$ cat src/hw/rtl/detector_hit_router_macros.svh
// Assertion macros used by the hit router RTL.
`ifndef DETECTOR_HIT_ROUTER_MACROS_SVH
`define DETECTOR_HIT_ROUTER_MACROS_SVH

// Check on every clock edge outside reset.
`define DHR_ASSERT(name, prop, msg) \
	name: assert property (@(posedge clk) disable iff (!arst_n) prop) else $error(msg);

// Check on every clock edge, reset included.
`define DHR_ASSERT_ALWAYS(name, prop, msg) \
	name: assert property (@(posedge clk) prop) else $error(msg);

`endif

$ cat src/hw/rtl/dhr_pkg.sv
// Package: routing codes, channel bounds and list capacities of the hit router.
`default_nettype none

package dhr_pkg;

	localparam int RING_SLOTS   = 24;
	localparam int SECTOR_SLOTS = 8;
	localparam int LEAF_SLOTS   = 64;
	localparam int SHIELD_SLOTS = 16;

	localparam int CNT_W  = 7;
	localparam int SLOT_W = 6;
	localparam int NUM_LISTS = 16;

	typedef logic [CNT_W-1:0] cnt_t;

	// Destination codes; each code but DST_DROP also indexes its fill count.
	typedef enum logic [3:0] {
		DST_DROP       = 4'd0,
		DST_FRONT_RING = 4'd1,
		DST_FRONT_SECT = 4'd2,
		DST_THICK_RING = 4'd3,
		DST_THICK_SECT = 4'd4,
		DST_UP_RING    = 4'd5,
		DST_UP_SECT    = 4'd6,
		DST_LEAF_E     = 4'd7,
		DST_SHIELD_E   = 4'd8,
		DST_FRONT_RT   = 4'd9,
		DST_FRONT_ST   = 4'd10,
		DST_THICK_RT   = 4'd11,
		DST_THICK_ST   = 4'd12,
		DST_LEAF_T     = 4'd13,
		DST_SHIELD_T   = 4'd14,
		DST_UP_TIME    = 4'd15
	} dest_t;

	// Upstream summed time keeps two counts: ring in entry 15, sector in entry 0.
	localparam logic [3:0] UP_RING_T_CNT   = 4'd15;
	localparam logic [3:0] UP_SECTOR_T_CNT = 4'd0;

	localparam logic [7:0] KIND_ENERGY = 8'd1;
	localparam logic [7:0] KIND_TIME   = 8'd2;

	localparam logic [7:0] MOD_FRONT  = 8'd1;
	localparam logic [7:0] MOD_THICK  = 8'd2;
	localparam logic [7:0] MOD_UP     = 8'd3;
	localparam logic [7:0] MOD_LEAF_A = 8'd4;
	localparam logic [7:0] MOD_LEAF_B = 8'd5;
	localparam logic [7:0] MOD_SHIELD = 8'd6;

	localparam logic [15:0] CH_RING_END       = 16'd24;
	localparam logic [15:0] CH_LEAF_B_END     = 16'd16;
	localparam logic [15:0] CH_LEAF_B_OFS     = 16'd32;
	localparam logic [15:0] CH_SHIELD_E_END   = 16'd12;
	localparam logic [15:0] CH_T_FRONT_SECT   = 16'd24;
	localparam logic [15:0] CH_T_THICK_RING   = 16'd32;
	localparam logic [15:0] CH_T_THICK_SECT   = 16'd56;
	localparam logic [15:0] CH_T_LEAF         = 16'd64;
	localparam logic [15:0] CH_T_SHIELD       = 16'd112;
	localparam logic [15:0] CH_T_SHIELD_END   = 16'd124;
	localparam logic [15:0] CH_T_UP_SUM       = 16'd127;

	localparam logic [7:0] REG_DE_THR   = 8'd0;
	localparam logic [7:0] REG_E1_THR   = 8'd1;
	localparam logic [7:0] REG_UP_THR   = 8'd2;
	localparam logic [7:0] REG_TIME_OVF = 8'd3;

	localparam logic [15:0] DE_THR_RST   = 16'd10;
	localparam logic [15:0] E1_THR_RST   = 16'd10;
	localparam logic [15:0] UP_THR_RST   = 16'd10;
	localparam logic [15:0] TIME_OVF_RST = 16'd7680;

	function automatic cnt_t cap_of(input dest_t d);
		cnt_t cap;
		unique case (d)
			DST_FRONT_RING, DST_THICK_RING, DST_UP_RING,
			DST_FRONT_RT, DST_THICK_RT:        cap = CNT_W'(RING_SLOTS);
			DST_FRONT_SECT, DST_THICK_SECT, DST_UP_SECT,
			DST_FRONT_ST, DST_THICK_ST:        cap = CNT_W'(SECTOR_SLOTS);
			DST_LEAF_E, DST_LEAF_T:            cap = CNT_W'(LEAF_SLOTS);
			DST_SHIELD_E, DST_SHIELD_T:        cap = CNT_W'(SHIELD_SLOTS);
			default:                           cap = '0;
		endcase
		return cap;
	endfunction

endpackage

`default_nettype wire

$ cat src/hw/rtl/detector_hit_router.sv
// Top level: routes readout hits into per-detector lists with fill counts.
//
//  channel  | handshake                | payload
//  ---------+--------------------------+----------------------------------------------
//  hit      | hit_valid / hit_stall    | event_start, hit_kind, module_id,
//           |                          | channel_number, sample_value
//  result   | res_valid / res_stall    | destination, slot_index, detector_channel,
//           |                          | passed_value
//  cfg      | cfg_valid / cfg_ready    | cfg_index, cfg_data
//
//  One word per cycle sustained while res_stall is low; each word passes the input register,
//  then the result register, before its result is offered.
//  The 16-entry fill-count read-modify-write between the two registers sets the rate:
//  a word sees the counts its predecessor left.
//  Reset clears the thresholds to their defaults, all fill counts and both valid flags.
//  A stalled result register holds the input register, and hit_stall rises only then.
//  cfg_ready is always high; configuration writes are registered.
`default_nettype none

`include "detector_hit_router_macros.svh"

module detector_hit_router
	import dhr_pkg::*;
(
	input  wire logic               clk,
	input  wire logic               arst_n,
	// hit words
	input  wire logic               hit_valid,
	output logic                    hit_stall,
	input  wire logic               event_start,
	input  wire logic [7:0]         hit_kind,
	input  wire logic [7:0]         module_id,
	input  wire logic [15:0]        channel_number,
	input  wire logic signed [31:0] sample_value,
	// result words
	output logic                    res_valid,
	input  wire logic               res_stall,
	output logic [3:0]              destination,
	output logic [SLOT_W-1:0]       slot_index,
	output logic [15:0]             detector_channel,
	output logic signed [31:0]      passed_value,
	// configuration writes
	input  wire logic               cfg_valid,
	output logic                    cfg_ready,
	input  wire logic [7:0]         cfg_index,
	input  wire logic [15:0]        cfg_data
);

	// Configuration registers.
	logic [15:0] de_thr_q, e1_thr_q, up_thr_q, time_ovf_q;

	// Input register stage.
	logic               valid_s1;
	logic               evt_s1;
	logic [7:0]         kind_s1;
	logic [7:0]         mod_s1;
	logic [15:0]        ch_s1;
	logic signed [31:0] val_s1;

	// Result register stage.
	logic               valid_s2;
	dest_t              dest_s2;
	logic [SLOT_W-1:0]  slot_s2;
	logic [15:0]        chan_s2;
	logic signed [31:0] value_s2;

	cnt_t cnt_q   [NUM_LISTS];
	cnt_t cnt_eff [NUM_LISTS];
	cnt_t cnt_nxt [NUM_LISTS];

	logic        adv_s1;
	dest_t       route;
	logic [15:0] route_ch;
	dest_t       dest;
	logic [15:0] dch;
	logic [SLOT_W-1:0] slot;
	cnt_t        cnt_sel;
	logic        push_ok;
	logic        up_ring_ok, up_sect_ok;
	logic        e_pass_front, e_pass_thick, e_pass_up;
	logic        t_in_range;

	// Advance the input register whenever the result register is free or draining.
	assign adv_s1    = !valid_s2 || !res_stall;
	assign hit_stall = valid_s1 && !adv_s1;
	assign cfg_ready = 1'b1;

	// --------------------------------------------------------------- config
	always_ff @(posedge clk or negedge arst_n) begin
		if (!arst_n) begin
			de_thr_q   <= DE_THR_RST;
			e1_thr_q   <= E1_THR_RST;
			up_thr_q   <= UP_THR_RST;
			time_ovf_q <= TIME_OVF_RST;
		end else if (cfg_valid && cfg_ready) begin
			// Writes beyond the register list are ignored.
			if (cfg_index == REG_DE_THR)   de_thr_q   <= cfg_data;
			if (cfg_index == REG_E1_THR)   e1_thr_q   <= cfg_data;
			if (cfg_index == REG_UP_THR)   up_thr_q   <= cfg_data;
			if (cfg_index == REG_TIME_OVF) time_ovf_q <= cfg_data;
		end
	end

	// -------------------------------------------------------- input register
	always_ff @(posedge clk or negedge arst_n) begin
		if (!arst_n) begin
			valid_s1 <= 1'b0;
		end else if (!hit_stall) begin
			valid_s1 <= hit_valid;
		end
	end

	always_ff @(posedge clk) begin
		if (!hit_stall && hit_valid) begin
			evt_s1  <= event_start;
			kind_s1 <= hit_kind;
			mod_s1  <= module_id;
			ch_s1   <= channel_number;
			val_s1  <= sample_value;
		end
	end

	// -------------------------------------------------------------- routing
	// Thresholds: a negative value never passes, since the register is zero-extended.
	assign e_pass_front = val_s1 > $signed({16'd0, de_thr_q});
	assign e_pass_thick = val_s1 > $signed({16'd0, e1_thr_q});
	assign e_pass_up    = val_s1 > $signed({16'd0, up_thr_q});
	// Negative times always pass the overflow cut.
	assign t_in_range   = val_s1 < $signed({16'd0, time_ovf_q});

	always_comb begin
		route    = DST_DROP;
		route_ch = '0;
		if (kind_s1 == KIND_ENERGY) begin
			priority if ((mod_s1 == MOD_FRONT && e_pass_front) ||
			             (mod_s1 == MOD_THICK && e_pass_thick) ||
			             (mod_s1 == MOD_UP && e_pass_up)) begin
				// Ring below channel 24, sector from 24 up (channel less the offset).
				if (ch_s1 < CH_RING_END) begin
					route    = (mod_s1 == MOD_FRONT) ? DST_FRONT_RING :
					           (mod_s1 == MOD_THICK) ? DST_THICK_RING : DST_UP_RING;
					route_ch = ch_s1;
				end else begin
					route    = (mod_s1 == MOD_FRONT) ? DST_FRONT_SECT :
					           (mod_s1 == MOD_THICK) ? DST_THICK_SECT : DST_UP_SECT;
					route_ch = ch_s1 - CH_RING_END;
				end
			end else if (mod_s1 == MOD_LEAF_A) begin
				route    = DST_LEAF_E;
				route_ch = ch_s1;
			end else if (mod_s1 == MOD_LEAF_B && ch_s1 < CH_LEAF_B_END) begin
				route    = DST_LEAF_E;
				route_ch = ch_s1 + CH_LEAF_B_OFS;
			end else if (mod_s1 == MOD_SHIELD && ch_s1 < CH_SHIELD_E_END) begin
				route    = DST_SHIELD_E;
				route_ch = ch_s1;
			end else begin
				// Unknown module, energy below threshold or channel out of range: leave unmapped.
				route    = DST_DROP;
			end
		end else if (kind_s1 == KIND_TIME && t_in_range) begin
			priority if (ch_s1 < CH_T_FRONT_SECT) begin
				route    = DST_FRONT_RT;
				route_ch = ch_s1;
			end else if (ch_s1 < CH_T_THICK_RING) begin
				route    = DST_FRONT_ST;
				route_ch = ch_s1 - CH_T_FRONT_SECT;
			end else if (ch_s1 < CH_T_THICK_SECT) begin
				route    = DST_THICK_RT;
				route_ch = ch_s1 - CH_T_THICK_RING;
			end else if (ch_s1 < CH_T_LEAF) begin
				route    = DST_THICK_ST;
				route_ch = ch_s1 - CH_T_THICK_SECT;
			end else if (ch_s1 < CH_T_SHIELD) begin
				route    = DST_LEAF_T;
				route_ch = ch_s1 - CH_T_LEAF;
			end else if (ch_s1 < CH_T_SHIELD_END) begin
				route    = DST_SHIELD_T;
				route_ch = ch_s1 - CH_T_SHIELD;
			end else if (ch_s1 == CH_T_UP_SUM) begin
				route    = DST_UP_TIME;
				route_ch = '0;
			end else begin
				// Spare channels between the shield range and the summed time, and above it.
				route    = DST_DROP;
			end
		end
	end

	// --------------------------------------------------------- fill counts
	// Event start clears every count before this word is routed.
	always_comb begin
		for (int i = 0; i < NUM_LISTS; i++) begin
			cnt_eff[i] = evt_s1 ? '0 : cnt_q[i];
		end
	end

	assign cnt_sel    = cnt_eff[route];
	assign push_ok    = cnt_sel < cap_of(route);
	assign up_ring_ok = cnt_eff[UP_RING_T_CNT] < CNT_W'(RING_SLOTS);
	assign up_sect_ok = cnt_eff[UP_SECTOR_T_CNT] < CNT_W'(SECTOR_SLOTS);

	always_comb begin
		dest = route;
		dch  = route_ch;
		slot = cnt_sel[SLOT_W-1:0];
		if (route == DST_UP_TIME) begin
			// Summed time reports the ring time count from before this word.
			slot = cnt_eff[UP_RING_T_CNT][SLOT_W-1:0];
			if (!up_ring_ok && !up_sect_ok) begin
				dest = DST_DROP;
			end
		end else if (route != DST_DROP && !push_ok) begin
			// Full list: drop, never spill a ring hit into the sector list.
			dest = DST_DROP;
		end
		if (dest == DST_DROP) begin
			dch  = '0;
			slot = '0;
		end
	end

	always_comb begin
		for (int i = 0; i < NUM_LISTS; i++) begin
			cnt_nxt[i] = cnt_eff[i];
			if (dest == DST_UP_TIME) begin
				if (4'(i) == UP_RING_T_CNT && up_ring_ok) begin
					cnt_nxt[i] = cnt_eff[i] + 1'b1;
				end
				if (4'(i) == UP_SECTOR_T_CNT && up_sect_ok) begin
					cnt_nxt[i] = cnt_eff[i] + 1'b1;
				end
			end else if (dest != DST_DROP && 4'(i) == dest) begin
				cnt_nxt[i] = cnt_eff[i] + 1'b1;
			end
		end
	end

	always_ff @(posedge clk or negedge arst_n) begin
		if (!arst_n) begin
			for (int i = 0; i < NUM_LISTS; i++) begin
				cnt_q[i] <= '0;
			end
		end else if (valid_s1 && adv_s1) begin
			cnt_q <= cnt_nxt;
		end
	end

	// ------------------------------------------------------ result register
	always_ff @(posedge clk or negedge arst_n) begin
		if (!arst_n) begin
			valid_s2 <= 1'b0;
		end else if (adv_s1) begin
			valid_s2 <= valid_s1;
		end
	end

	always_ff @(posedge clk) begin
		if (adv_s1 && valid_s1) begin
			dest_s2  <= dest;
			slot_s2  <= slot;
			chan_s2  <= dch;
			value_s2 <= (dest != DST_DROP) ? val_s1 : '0;
		end
	end

	assign res_valid        = valid_s2;
	assign destination      = dest_s2;
	assign slot_index       = slot_s2;
	assign detector_channel = chan_s2;
	assign passed_value     = value_s2;

	// ----------------------------------------------------------- assertions
	`DHR_ASSERT(a_stall_needs_word, hit_stall |-> valid_s1 && valid_s2 && res_stall, "hit_stall without a held word")
	`DHR_ASSERT(a_drop_is_zero, valid_s2 && dest_s2 == DST_DROP |-> slot_s2 == '0 && chan_s2 == '0 && value_s2 == '0, "dropped word carries data")
	`DHR_ASSERT(a_slot_below_cap, valid_s2 && dest_s2 != DST_DROP && dest_s2 != DST_UP_TIME |-> CNT_W'(slot_s2) < cap_of(dest_s2), "slot beyond list capacity")
	`DHR_ASSERT(a_up_time_bound, cnt_q[UP_RING_T_CNT] <= CNT_W'(RING_SLOTS) && cnt_q[UP_SECTOR_T_CNT] <= CNT_W'(SECTOR_SLOTS), "upstream time count overran")

endmodule

`default_nettype wire
$ cat config.mk
export PLATFORM = sky130hd
export DESIGN_NAME = detector_hit_router
export DESIGN_NICKNAME = d
export VERILOG_FILES = /design/src/hw/rtl/dhr_pkg.sv /design/src/hw/rtl/detector_hit_router.sv
export VERILOG_INCLUDE_DIRS = /design/src /design/src/hw/rtl
export SDC_FILE = /design/constraint.sdc
export NUM_CORES = 1
export LEC_CHECK = 0
export BUFFER_PORTS_ARGS = -buffer_cell sky130_fd_sc_hd__buf_2
export CORE_MARGIN = 5
export CORE_UTILIZATION = 50
export CTS_BUF_LIST = sky130_fd_sc_hd__clkbuf_4
export DETAILED_ROUTE_END_ITERATION = 10
export GPL_TIMING_DRIVEN = 0
export PLACE_DENSITY = 0.69
export SLEW_MARGIN = 10
export SYNTH_ARGS = -nofsm -noshare
export SYNTH_HDL_FRONTEND = slang
export SYNTH_SLANG_ARGS = --single-unit
export TNS_END_PERCENT = 5
$ cat constraint.sdc
create_clock -name clk -period 7.1 [get_ports clk]
set_input_delay 1.42 -clock clk [delete_from_list [all_inputs] [get_ports clk]]
set_output_delay 1.42 -clock clk [all_outputs]
set_load 0.02 [all_outputs]
# Yosys cells after proc, flatten, opt, wreduce, memory -nomap -nowiden
# Memory sizes are Yosys's and may differ from the RTL's.
# Cells that the tools add are included.
dict set report op_classes {
  eq_ne 29
  reduce_logical 45
  n_lt_le_gt_ge 16
  bitwise 1
  addsub 22
  mux 88
}
# op count
set op_table {}
lappend op_table {{7-bit 2-to-1 mux} 52}
lappend op_table {{16-bit 2-to-1 mux} 13}
lappend op_table {{7-bit by 1-bit adder with 7-bit output, second input constant} 16}
lappend op_table {{32-bit by 17-bit > comparator with 1-bit output} 3}
lappend op_table {{4-bit 2-to-1 mux} 16}
lappend op_table {{16-bit by 7-bit less-than comparator with 1-bit output, second input constant} 3}
lappend op_table {{8-bit by 2-bit == test with 1-bit output, second input constant} 5}
lappend op_table {{4-bit == test, first input constant} 8}
lappend op_table {{16-bit by 5-bit less-than comparator with 1-bit output, second input constant} 2}
lappend op_table {{16-bit by 6-bit less-than comparator with 1-bit output, second input constant} 2}
lappend op_table {{32-bit by 17-bit less-than comparator with 1-bit output} 1}
lappend op_table {{16-bit by 6-bit subtractor with 16-bit output, second input constant} 2}
lappend op_table {{16-bit by 7-bit subtractor with 16-bit output, second input constant} 2}
lappend op_table {{7-bit binary-select mux with 4-bit select} 1}
lappend op_table {{1-bit logical AND} 27}
lappend op_table {{8-bit by 1-bit == test with 1-bit output, second input constant} 3}
lappend op_table {{8-bit by 3-bit == test with 1-bit output, second input constant} 3}
lappend op_table {{16-bit by 6-bit adder with 16-bit output, second input constant} 1}
lappend op_table {{16-bit by 7-bit == test with 1-bit output, second input constant} 1}
lappend op_table {{3-bit by 4-bit == test with 1-bit output, first input constant} 4}
lappend op_table {{16-bit by 4-bit less-than comparator with 1-bit output, second input constant} 1}
lappend op_table {{16-bit by 5-bit subtractor with 16-bit output, second input constant} 1}
lappend op_table {{3-bit 2-to-1 mux} 4}
lappend op_table {{2-bit by 4-bit == test with 1-bit output, first input constant} 2}
lappend op_table {{other kinds (15)} 28}
dict set report word_totals {
  memories 1
  inputBits 94
  reg_bits 301
  rom_bits 48
  wordCells 233
  out_inout_bits 61
}
# memory words word_bits rd rd_ports_with_merged_regs write_ports line_no
set memory_table {}
lappend memory_table {{(no name shown)} 16 3 1 0 0 dhr_pkg.sv:75} ;# unique case (d)

# Logic depth before layout (Yosys ltp)
# Gate-level depths: netlist of run 1.
dict set report logic_depth {
  word_depth 23
  ltp_mapped 26
}

# Worst setup path before layout of run 1
# OpenSTA, ideal clock, no wires.
dict set report synth_path {
  path_type {reg-to-reg}
  start {register ch_s1[7]}
  end {register cnt_q[60] in the netlist's numbering}
  path_stages_with_launch 26
  slack_ps 1255
  period_less_slack_ps 5845
  t_arrival_ps 5719
  required_time_ps 6974
  n_path_buf 7
  setup_ps 126
  cell_sequence {edfxtp_1 > clkbuf_1 > inv_1 > ha_1 > clkbuf_1 > nand4_1 > nor4_2 > o21a_1 > a221o_1 > buf_6 > buf_6 > clkbuf_1 > clkbuf_1 > nand2_1 > a311oi_1 > a31oi_1 > o22ai_1 > ha_1 > nor2_1 > o21ai_0 > nor2_1 > a31oi_2 > or2_0 > clkbuf_1 > or3_1 > a221o_1}
}
dict set report synth_via {
  elab_chain_cells 23
  elab_cells_between_ends 44
}
# element line_no
set synth_lines {}
lappend synth_lines {{from (decl)} detector_hit_router.sv:57} ;# logic [15:0] ch_s1;
lappend synth_lines {{from (signal assigned)} detector_hit_router.sv:118} ;# ch_s1 <= channel_number;
lappend synth_lines {{branches (longest 9 deep; another with 16-bit by 7-bit less-than comparator with 1-bit output)} -}
lappend synth_lines {{4-bit 2-to-1 mux *} detector_hit_router.sv:134} ;# if (kind_s1 == KIND_ENERGY) begin
lappend synth_lines {{4-bit NOT with 5-bit output (implied by the code)} detector_hit_router.sv:198} ;# assign cnt_sel = cnt_eff[route];
lappend synth_lines {{7-bit binary-select mux with 4-bit select} detector_hit_router.sv:198}
lappend synth_lines {{7-bit 2-to-1 mux (implied by the code) (2 in a row)} detector_hit_router.sv:198}
lappend synth_lines {{7-bit less-than comparator} detector_hit_router.sv:199} ;# assign push_ok = cnt_sel < cap_of(route);
lappend synth_lines {{1-bit logical NOT} detector_hit_router.sv:213} ;# end else if (route != DST_DROP && !push_ok) begin
lappend synth_lines {{1-bit logical AND} detector_hit_router.sv:213}
lappend synth_lines {{4-bit 2-to-1 mux} detector_hit_router.sv:213}
lappend synth_lines {{4-bit 2-to-1 mux *} detector_hit_router.sv:207} ;# if (route == DST_UP_TIME) begin
lappend synth_lines {{3-bit by 4-bit == test with 1-bit output / 4-bit nonzero test (equally long branches)} detector_hit_router.sv:233} ;# end else if (dest != DST_DROP && 4'(i) == dest) begin
lappend synth_lines {{1-bit logical AND} detector_hit_router.sv:233}
lappend synth_lines {{7-bit 2-to-1 mux} detector_hit_router.sv:233}
lappend synth_lines {{7-bit 2-to-1 mux *} detector_hit_router.sv:226} ;# if (dest == DST_UP_TIME) begin
lappend synth_lines {{to (signal assigned)} detector_hit_router.sv:245} ;# cnt_q <= cnt_nxt;
lappend synth_lines {{to (decl)} detector_hit_router.sv:67} ;# cnt_t cnt_q [NUM_LISTS];
# Mark *: on every way between the ends. The select of a mux whose other input is x is not followed.
# A chain may end at the register's enable or synchronous reset.

# Final worst setup path of run 1
dict set report layout_path {
  start {register val_s1[13]}
  end {register cnt_q[96] in the netlist's numbering}
}
dict set report layout_via {
  elab_chain_cells 19
  elab_cells_between_ends 32
}
# element line_no
set layout_lines {}
lappend layout_lines {{from (decl)} detector_hit_router.sv:58} ;# logic signed [31:0] val_s1;
lappend layout_lines {{from (signal assigned)} detector_hit_router.sv:119} ;# val_s1 <= sample_value;
lappend layout_lines {{32-bit by 17-bit > comparator with 1-bit output (on tied branches)} {detector_hit_router.sv:125, detector_hit_router.sv:126}}
lappend layout_lines {{1-bit logical AND (on tied branches)} {detector_hit_router.sv:135, detector_hit_router.sv:136}}
lappend layout_lines {{1-bit logical OR} detector_hit_router.sv:135} ;# priority if ((mod_s1 == MOD_FRONT && e_pass_front) ||
lappend layout_lines {{1-bit logical OR} detector_hit_router.sv:136} ;# (mod_s1 == MOD_THICK && e_pass_thick) ||
lappend layout_lines {{4-bit 2-to-1 mux} detector_hit_router.sv:135}
lappend layout_lines {{4-bit 2-to-1 mux *} detector_hit_router.sv:134}
lappend layout_lines {{4-bit NOT with 5-bit output (implied by the code)} detector_hit_router.sv:198}
lappend layout_lines {{7-bit binary-select mux with 4-bit select} detector_hit_router.sv:198}
lappend layout_lines {{[... 3 more ...]} -}
lappend layout_lines {{1-bit logical NOT} detector_hit_router.sv:213}
lappend layout_lines {{1-bit logical AND} detector_hit_router.sv:213}
lappend layout_lines {{4-bit 2-to-1 mux} detector_hit_router.sv:213}
lappend layout_lines {{4-bit 2-to-1 mux *} detector_hit_router.sv:207}
lappend layout_lines {{2-bit by 4-bit == test with 1-bit output / 4-bit nonzero test (equally long branches)} detector_hit_router.sv:233}
lappend layout_lines {{1-bit logical AND} detector_hit_router.sv:233}
lappend layout_lines {{7-bit 2-to-1 mux} detector_hit_router.sv:233}
lappend layout_lines {{7-bit 2-to-1 mux *} detector_hit_router.sv:226}
# Mark *: on every way between the ends. The rest lies on a longest branch, timed or not. The select of a mux whose other input is x is not followed.

==> run_results.csv, run 1 <==
group,metric,value,unit
yosys,synthMuxAreaShare,4.92,%
yosys,synthTopCellsByCount,"225 x nand2_1, 168 x dfrtp_1, 123 x edfxtp_1",
job,maxCapViolCount,0,
power_and_ir_drop,finalPower,4.09,mW
power_and_ir_drop,leakage,8.45,nW
route,routed_wl,60.0,mm
yosys,synth.top_cell.area_share,23.8,%
yosys,synth_edf_count,123,
route,remaining_drc_errors,0,
floorplanning,die_h,198,microns
yosys,yosysMostFrequentCell,"nand2_1",
critical_path,critPathSlowestCell,"or4_1",
power_and_ir_drop,peakVddDrop,152,uV
floorplanning,die_area,0.0392,sq mm
critical_path,start_kind,"flop",
sta,setup_slack,0.112,ns
clocking,clk_path_buf_depth,3,
route,wl_per_cell,23.4,microns
route,via_per_inst,6.14,
grt,first_global_vias,15522,
sta,tightest_slew,1.06,ns
yosys,synth_seq_cells,301,
cells_and_area,final.fill_count,3078,
sta,fin_crit,6.99,ns
yosys,ys_seq_area_share,46.2,%
yosys,synth_nets,1991,
yosys,avgSynthCellArea,9.78,sq um
clocking,cts_tree,"built",
placement,port_buffers,153,
route,num_vias,15764,
clocking,clk_latency,0.85,ns
grt,grt_max_degree,99,
sta,fin_hold_ws,0.481,ns
cells_and_area,postLayoutCoreUtil,59.0,%
sta,hold_violations,0,
critical_path,max_stage_delay,0.64,ns
placement,gpl.final_weighted_congestion,1.02,
grt,antenna_found_initial,4,
critical_path,cp-end-kind,"flop",
placement,pre_cts_slack,-1.97,ns
floorplanning,row_count,68,
clocking,numCtsBuffers,83,
yosys,async_flop_share,59.1,%
sta,min_period_over_period,98.4,%
cells_and_area,layout.nets,2238,
clocking,clkSinkCount,301,
yosys,synth_adder_area_share,6.52,%
critical_path,cp.required,7.84,ns
clocking,cts-htree-levels,3,
critical_path,cp_max_fo,10,
yosys,synth-xor-area-share,2.73,%
cells_and_area,stdcell_count,2567,
critical_path,worstPathArrival,7.73,ns
critical_path,path_cells,"ha_1 > nand4_1 > or4_1 > o211ai_1 > a31oi_1 > a221o_2 > clkbuf_1 > a21oi_4 > clkbuf_2 > nand3_1 > a32oi_1 > o22ai_1 > ha_1 > inv_1 > o41a_1 > buf_4 > a311oi_4 > nand2_1 > or4_1 > a31oi_1",
yosys,synth_top_family_by_area,"simple AND/OR/NAND/NOR gates",
floorplanning,core-area,0.0347,sq mm
placement,dpl-instance-area,0.0191,sq mm
yosys,yosys.cell_types.count,95,
sta,grt_setup_unrepaired,"true",
cells_and_area,final_area,0.0205,sq mm
cells_and_area,syn2layout_area_growth,15.9,%
sta,setup_viol,0,
clocking,clockRootBuffer,"clkbuf_4",
power_and_ir_drop,powerDensity,200,mW/mm^2
floorplanning,die_width,198,microns
grt,grt_use_total,30.5,%
yosys,syn-instance-count,1805,
min_path,worst_hold_path_type,"reg -> reg",
run_status,status,"finished, final reports clean",
placement,hpwl,43.5,mm
yosys,synth.area.top_cells,"dfrtp_1 24%, edfxtp_1 21%, ha_1 6.5%",
sta,fin_worst_skew,0.108,ns
grt,grt_pass1_wl,91.4,mm
route,final_antenna_net_count,0,
placement,dpl.cell_count,2416,
floorplanning,num_io_pins,155,
cells_and_area,layout-drive-gt1-share,21.2,%
yosys,yosysWarnings,0,
yosys,synth-compound-area-share,14.8,%
yosys,synthSimpleGateAreaFrac,20.6,%
sta,finalMaxSlewViolations,0,
route,first_pass_iters,6,
sta,maxSlewHeadroom,29.4,%
sta,fin_setup_tns,0,ns
yosys,synthFlopType,"dfrtp_1",
clocking,hold_buffers,0,
yosys,netlist_area,0.0177,sq mm
grt,overflow,0,
floorplanning,start_util,50.9,%
yosys,yosysTopAreaCell,"dfrtp_1",
route,drtIter0Drc,1479,
clocking,clkTransAtPathRegs,0.07,ns
critical_path,critPathKind,"reg -> reg",
sta,fmax,143,MHz
area by class of cell:
class                           instances  area [sq um]  area share (%)
Multi-Input combinational cell       1315          8960            43.8
Sequential cell                       301          8160            39.9
Timing Repair Buffer                  163           923            4.51
Clock buffer                          120           901            4.40
Tap cell                              455           569            2.78
Buffer                                 87           402            1.96
Inverter                              101           379            1.85
Clock inverter                         19           160           0.783
Antenna cell                            6          15.0          0.0734
cells by family after synthesis:
| family | count (synthesis) |
|---|---|
| and+or+nand+nor | 709 |
| AOI/OAI and AO/OA | 378 |
| DFF | 301 |
| buffers and inverters | 189 |
| adders and majority gates | 92 |
| muxes | 80 |
| xor gates and xnor gates | 55 |
| other | 1 |
layer usage:
layer	track usage (%)	vias up	wire length, microns
li1	-	7162	-
met1	42.9	7712	26100
met2	45.7	737	26200
met3	7.73	153	5400
met4	11.3	0	2280
met5	0	-	0
registers in the layout, indices dropped and copies added, names as in the netlist:
signal / flops
ch_s1: 16
cnt_q: 112
de_thr_q: 16
destination: 4
detector_channel: 16
e1_thr_q: 16
evt_s1: 1
kind_s1: 8
mod_s1: 8
passed_value: 32
res_valid: 1
slot_index: 6
time_ovf_q: 16
up_thr_q: 16
val_s1: 32
valid_s1: 1
worst max-delay path, delay by kind of cell, from the launching register on:
family	cells	cell delay, ns
AOI/OAI and AO/OA	9	2.88
DFF	1	0.51
and+or+nand+nor	5	1.78
adders and majority gates	2	0.72
buffers and inverters	4	1.00
placed cells by master (no fill, tap or decap), types with 68 or more instances in the layout:
cell / n
nand2_1: 225
dfrtp_1: 168
buf_2: 156
clkbuf_4: 125
edfxtp_1: 123
inv_1: 101
nor2_1: 98
a21oi_1: 97
ha_1: 92
o21ai_0: 76
nor2b_1: 68
worst paths after layout:
| path | startpoint | cells past startpoint | slack, ns | end |
|---|---|---|---|---|
| max | val_s1[13]$_DFFE_PP_ | 20 | 0.11 | cnt_q[96]$_DFFE_PN0P_ |
| min in group asynchronous | arst_n | 1 | 0.57 | cnt_q[108]$_DFFE_PN0P_ |
| min reg2reg | cnt_q[85]$_DFFE_PN0P_ | 1 | 0.48 | cnt_q[85]$_DFFE_PN0P_ |
| min | cnt_q[85]$_DFFE_PN0P_ | 1 | 0.48 | cnt_q[85]$_DFFE_PN0P_ |
| max reg2reg | val_s1[13]$_DFFE_PP_ | 20 | 0.11 | cnt_q[96]$_DFFE_PN0P_ |
| max in group asynchronous | arst_n | 2 | 5.54 | cnt_q[111]$_DFFE_PN0P_ |
repair_timing:
| item | in CTS | in global routing |
|---|---|---|
| pin swaps | 3 | 3 |
| buffers inserted | 5 | 2 |
| gates resized for setup | 30 | 38 |
| setup endpoints to repair | 156 | 145 |
power breakdown:
part / switching (mW) / total [mW] / internal, mW / leakage, nW
registers: 0.0788 / 2.00 / 1.92 / 3.55
logic: 0.305 / 0.457 / 0.152 / 4.27
clock network: 0.761 / 1.64 / 0.879 / 0.629
total: 1.15 / 4.09 / 2.95 / 8.45
Note: power is estimated with default switching activity, not from simulation.
==> inputs of run 2 (changes only) <==
--- a/config.mk
+++ b/config.mk
@@ -6,7 +6,7 @@
 export SDC_FILE = /design/constraint.sdc
 export NUM_CORES = 1
 export LEC_CHECK = 0
-export BUFFER_PORTS_ARGS = -buffer_cell sky130_fd_sc_hd__buf_2
+export BUFFER_PORTS_ARGS = -buffer_cell sky130_fd_sc_hd__clkbuf_2
 export CORE_MARGIN = 5
 export CORE_UTILIZATION = 50
 export CTS_BUF_LIST = sky130_fd_sc_hd__clkbuf_4
==> run 2 against run 1 <==
First-iteration DRC count rose by 4.4%. Sequential power hardly changed. Final cell count about the same. Combinational power barely moved. Sequential cell count is the same. Cell area grew 0.45%. Maximum frequency shrank 0.56%. Clock-buffer cell count rose by 11. Hold slack worse by 0.00061 ns. Clock power is essentially flat. Non-clock buffer count grew 3. Critical endpoint is now cnt_q[24]$_DFFE_PN0P_. Critical path depth is the same.
==> run_results.csv, run 2 (synthesized netlist as in run 1, its figures left out) <==
group,metric,value,unit
run_status,status,"finished, final reports clean",
power_and_ir_drop,peakVddDrop,170,uV
critical_path,critPathKind,"reg -> reg",
sta,min_period_over_period,99.0,%
sta,fmax,142,MHz
power_and_ir_drop,leakage,8.52,nW
route,wl_per_cell,23.6,microns
clocking,hold_buffers,0,
cells_and_area,regMostFlops,"cnt_q",
route,final_antenna_net_count,0,
sta,hold_violations,0,
grt,use_met1,43.4,%
critical_path,cp_max_fo,10,
grt,antenna_found_initial,1,
critical_path,worstPathArrival,7.66,ns
route,drtIter0Drc,1544,
grt,busiest_layer,"met2",
sta,maxSlewHeadroom,25.6,%
floorplanning,core-area,0.0347,sq mm
grt,grtUsageMet3,6.64,%
cells_and_area,mostFrequentLayoutCells,"225 x nand2_1, 168 x dfrtp_1, 163 x clkbuf_2",
sta,setup_slack,0.0724,ns
power_and_ir_drop,finalPower,4.11,mW
sta,fin_setup_tns,0,ns
route,remaining_drc_errors,0,
floorplanning,die_width,198,microns
clocking,cts_tree,"built",
sta,fin_crit,7.03,ns
placement,port_buffers,153,
clocking,clk_path_buf_depth,3,
sta,fin_worst_skew,0.0879,ns
cells_and_area,largest_reg_flops,112,
route,routed_wl,60.7,mm
route,num_vias,15902,
cells_and_area,layout.nets,2240,
sta,finalMaxSlewViolations,0,
sta,setup_viol,0,
cells_and_area,layout-drive-gt1-share,21.6,%
power_and_ir_drop,powerDensity,200,mW/mm^2
cells_and_area,final_common_cell,"nand2_1",
placement,gpl.final_weighted_congestion,1.01,
critical_path,start_kind,"flop",
sta,fin_hold_ws,0.481,ns
floorplanning,start_util,50.9,%
floorplanning,num_io_pins,155,
clocking,clkSinkCount,301,
critical_path,cp-end-kind,"flop",
floorplanning,row_count,68,
cells_and_area,syn2layout_area_growth,16.4,%
job,maxCapViolCount,0,
min_path,worst_hold_path_type,"reg -> reg",
placement,hpwl,44.2,mm
grt,grt_pass1_wl,92.4,mm
clocking,clk_latency,0.82,ns
grt,grt_use_total,30.8,%
floorplanning,die_area,0.0392,sq mm
route,first_pass_iters,5,
clocking,cts-htree-levels,3,
floorplanning,die_h,198,microns
clocking,clockRootBuffer,"clkbuf_4",
clocking,numCtsBuffers,82,
route,via_per_inst,6.19,
sta,tightest_slew,1.12,ns
grt,overflow,0,
critical_path,cp.required,7.74,ns
grt,globalRouteMet2Util,47.1,%
sta,grt_setup_unrepaired,"true",
grt,grt_max_degree,99,
grt,first_global_vias,15719,
placement,pre_cts_slack,-1.85,ns
clocking,clkTransAtPathRegs,0.07,ns
==> run 2: timing repair <==
item | CTS | global route
setup endpoints to repair | 153 | 147
pin swaps | 4 | 4
buffers inserted | 5 | 5
gates resized for setup | 27 | 44
==> run 2: worst max-delay path, cell delays in order, from the launching register on <==
cell and delay (ns):
edfxtp_1 0.53, ha_1 0.36, nand4_1 0.17, or4_1 0.64, o2111a_1 0.32, a221o_1 0.49
a221oi_4 0.43, clkbuf_4 0.32, clkbuf_2 0.32, nor2_1 0.07, a21oi_1 0.23, a211oi_1 0.12
a31oi_1 0.31, o22ai_1 0.15, ha_1 0.27, or3_1 0.41, or3_1 0.46, o21ai_4 0.43
o221ai_1 0.37, o211ai_1 0.26, o311ai_0 0.18
==> run 2: layout make-up <==
type / instances / area (sq um)
repair buffers: 166 / 957
flip-flops and latches: 301 / 8160
diodes: 1 / 2.50
well taps: 455 / 569
clock inverters: 12 / 113
plain buffers: 87 / 404
multi-input cells: 1315 / 8990
fillers: 3025 / 14200
inverters: 101 / 379
clock buffers: 131 / 983
==> run 2: where the power goes <==
part           internal [mW]  switching (mW)
clock                  0.904           0.750
combinational          0.152           0.305
sequential              1.92          0.0845
==> run 2: worst paths after layout <==
| kind | from | end | slack, ns | depth (start not counted) |
|---|---|---|---|---|
| worst max-delay path | val_s1[15]$_DFFE_PP_ | cnt_q[24]$_DFFE_PN0P_ | 0.07 | 20 |
| worst min-delay path | cnt_q[85]$_DFFE_PN0P_ | cnt_q[85]$_DFFE_PN0P_ | 0.48 | 1 |
| worst max register to register | val_s1[15]$_DFFE_PP_ | cnt_q[24]$_DFFE_PN0P_ | 0.07 | 20 |
| worst min register to register | cnt_q[85]$_DFFE_PN0P_ | cnt_q[85]$_DFFE_PN0P_ | 0.48 | 1 |
| max in group asynchronous | arst_n | cnt_q[110]$_DFFE_PN0P_ | 5.43 | 2 |
| min in group asynchronous | arst_n | cnt_q[51]$_DFFE_PN0P_ | 0.65 | 1 |
==> run 2: metal layers <==
layer | wire length, microns | vias up | share of wire (%)
met5 | 0 | - | 0
met2 | 27200 | 776 | 45
met1 | 26400 | 7810 | 43
li1 | - | 7193 | -
met3 | 5360 | 123 | 8.8
met4 | 1770 | 0 | 2.9
==> run 2: per-stage QoR <==
stage                     cell area (sq um)  utilization (%)  std cells
after floorplan                       17700                -       1805
after global placement                19000             54.7       2413
after detailed placement              19100             55.0       2416
after CTS                             20300             58.6       2564
after global routing                  20600             59.2       2569
final                                 20600             59.2       2569
==> inputs of run 3 (changes only) <==
--- a/config.mk
+++ b/config.mk
@@ -12,6 +12,7 @@
 export CTS_BUF_LIST = sky130_fd_sc_hd__clkbuf_4
 export DETAILED_ROUTE_END_ITERATION = 10
 export GPL_TIMING_DRIVEN = 0
+export MAX_ROUTING_LAYER = met4
 export PLACE_DENSITY = 0.69
 export SLEW_MARGIN = 10
 export SYNTH_ARGS = -nofsm -noshare
==> constraint.sdc (replaced) <==
create_clock -name clk -period 7.8 [get_ports clk]
set_input_delay 1.56 -clock clk [delete_from_list [all_inputs] [get_ports clk]]
set_output_delay 1.56 -clock clk [all_outputs]
set_load 0.02 [all_outputs]
==> run 3 against run 2 <==
Worst setup slack improved by 0.031 ns. Final cell count rose by 0.23%. Clock skew shrank 0.016 ns. Critical path depth up 5. Critical path type unchanged. Largest cell class unchanged.
==> run_results.csv, run 3 (synthesized netlist as in run 1, its figures left out) <==
group,metric,value,unit
run_status,status,"finished, final reports clean",
sta,fin_hold_ws,0.482,ns
power_and_ir_drop,pwr-share-clk,39.3,%
cells_and_area,syn2layout_area_growth,15.0,%
floorplanning,core-area,0.0347,sq mm
floorplanning,row_count,68,
sta,maxSlewHeadroom,12.2,%
sta,hold_violations,0,
critical_path,worstSetupPathDepth,25,
floorplanning,die_area,0.0392,sq mm
route,drtIter0Drc,1573,
clocking,hold_buffers,0,
critical_path,worstPathArrival,8.21,ns
clocking,clkSinkCount,301,
clocking,cts-htree-levels,3,
critical_path,rrSetupSlack,0.10,ns
critical_path,cp.required,8.32,ns
power_and_ir_drop,peakVddDrop,130,uV
critical_path,cp_max_fo,10,
critical_path,crit-reg2reg-launch,"val_s1[13]$_DFFE_PP_",
power_and_ir_drop,p_int,2.65,mW
sta,finalMaxSlewViolations,0,
route,num_vias,15817,
cells_and_area,layout-drive-gt1-share,20.4,%
placement,dpl.cell_count,2417,
cells_and_area,largest_reg_flops,112,
cells_and_area,stdcell_count,2575,
clocking,cts_tree,"built",
grt,grt_max_degree,95,
critical_path,worst-r2r-cell-count,25,
sta,fin_worst_skew,0.0719,ns
min_path,worst_hold_path_type,"reg -> reg",
grt,grt_pass1_wl,92.5,mm
critical_path,max_stage_delay,0.66,ns
power_and_ir_drop,leakage,8.42,nW
grt,overflow,0,
critical_path,start_kind,"flop",
placement,port_buffers,153,
sta,fin_crit,7.70,ns
floorplanning,die_h,198,microns
placement,hpwl,44.7,mm
grt,first_global_vias,15376,
critical_path,cp-end-kind,"flop",
power_and_ir_drop,p_sw,1.04,mW
job,maxCapViolCount,0,
route,wl_per_cell,23.5,microns
clocking,clockRootBuffer,"clkbuf_4",
grt,grt_use_total,31.8,%
critical_path,worstSetupEndpoint,"slot_index[3]$_SDFFCE_PP0P_",
clocking,clkTransAtPathRegs,0.07,ns
critical_path,critPathBufInv,6,
critical_path,cp_top_family,"simple AND/OR/NAND/NOR gates",
clocking,clk_latency,0.81,ns
sta,min_period_over_period,98.7,%
route,remaining_drc_errors,0,
cells_and_area,final.fill_count,3103,
sta,grt_setup_unrepaired,"true",
route,first_pass_iters,6,
critical_path,critPathSlowestCell,"nor4bb_2",
critical_path,critPathKind,"reg -> reg",
power_and_ir_drop,powerDensity,181,mW/mm^2
power_and_ir_drop,combPwrFrac,11.3,%
grt,antenna_found_initial,3,
critical_path,crit_start,"val_s1[13]$_DFFE_PP_",
placement,gpl.final_weighted_congestion,1.02,
sta,tightest_slew,1.31,ns
clocking,numCtsBuffers,83,
clocking,clk_path_buf_depth,3,
cells_and_area,final_common_cell,"nand2_1",
cells_and_area,layout.nets,2238,
floorplanning,num_io_pins,155,
cells_and_area,regMostFlops,"cnt_q",
critical_path,reg2reg_to,"slot_index[3]$_SDFFCE_PP0P_",
power_and_ir_drop,seq_power_share,49.4,%
route,via_per_inst,6.14,
floorplanning,start_util,50.9,%
route,routed_wl,60.5,mm
cells_and_area,mostFrequentLayoutCells,"225 x nand2_1, 168 x dfrtp_1, 159 x clkbuf_2",
route,final_antenna_net_count,0,
sta,setup_viol,0,
power_and_ir_drop,swShare,28.2,%
sta,fmax,130,MHz
floorplanning,die_width,198,microns
power_and_ir_drop,finalPower,3.68,mW
run 3: changes by cell type in the layout (fill, tap and decap cells not counted), moves of 3 or more:
| cell | before | now |
|---|---|---|
| clkbuf_4 | 138 | 133 |
| a221oi_2 | 0 | 3 |
| clkbuf_2 | 163 | 159 |
| clkinv_1 | 6 | 11 |
| clkbuf_1 | 56 | 64 |
| diode_2 | 1 | 5 |
run 3: worst min-delay path by stage:
| stage | startpoint | to | slack [ns] | depth (start not counted) |
|---|---|---|---|---|
| 6_report | cnt_q[85]$_DFFE_PN0P_ | cnt_q[85]$_DFFE_PN0P_ | 0.48 | 1 |
| 5_1_grt | cnt_q[85]$_DFFE_PN0P_ | cnt_q[85]$_DFFE_PN0P_ | 0.49 | 1 |
| 4_1_cts | cnt_q[85]$_DFFE_PN0P_ | cnt_q[85]$_DFFE_PN0P_ | 0.48 | 1 |
| 3_5_place_dp | cnt_q[85]$_DFFE_PN0P_ | cnt_q[85]$_DFFE_PN0P_ | 0.46 | 1 |
| 3_3_place_gp | cnt_q[85]$_DFFE_PN0P_ | cnt_q[85]$_DFFE_PN0P_ | 0.46 | 1 |
| 2_1_floorplan | cnt_q[85]$_DFFE_PN0P_ | cnt_q[85]$_DFFE_PN0P_ | 0.44 | 1 |
run 3: power by group through the flow:
stage | Sequential [mW] | Combinational [mW] | Clock, mW
after detailed placement | 1.85 | 0.408 | 0
after global routing | 1.83 | 0.455 | 1.58
final | 1.82 | 0.415 | 1.45
after CTS | 1.82 | 0.411 | 1.48
after floorplan | 1.85 | 0.210 | 0
after global placement | 1.85 | 0.388 | 0
run 3: through the flow:
| stage | util [%] | worst slack [ns] | setup TNS (ns) | instance area, sq um |
|---|---|---|---|---|
| global placement | 54.7 | -1.47 | -109.43 | 19000 |
| CTS | 58.3 | 0.0129 | 0 | 20200 |
| detailed placement | 55.0 | -1.39 | -102.88 | 19100 |
| floorplan | - | 1.96 | 0 | 17700 |
| global route | 58.5 | -0.0835 | -0.392 | 20300 |
| finish | 58.5 | 0.104 | 0 | 20300 |
run 3: layer usage:
| metal | share of wire, % | vias up | global-route usage (%) | wire length (microns) |
|---|---|---|---|---|
| met2 | 44 | 721 | 46.5 | 26600 |
| met1 | 45 | 7806 | 45.2 | 27000 |
| met4 | 2.8 | 0 | 9.54 | 1690 |
| met3 | 8.7 | 113 | 6.23 | 5240 |
| li1 | - | 7177 | - | - |
| met5 | 0 | - | - | 0 |
run 3: final cells by class:
type	instances	area [sq um]	area share [%]
diodes	5	12.5	0.0616
plain buffers	87	373	1.84
clock buffers	132	991	4.88
clock inverters	16	76.3	0.376
inverters	101	379	1.87
multi-input cells	1315	8830	43.5
flip-flops and latches	301	8160	40.2
well taps	455	569	2.80
repair buffers	163	920	4.53
run 3: repair_timing:
action                                  CTS  global route
hold endpoints to repair                  0             0
gates resized for setup                  13             9
pin swaps                                 1             3
endpoints found under the setup margin  151           126
setup buffers                             2             4
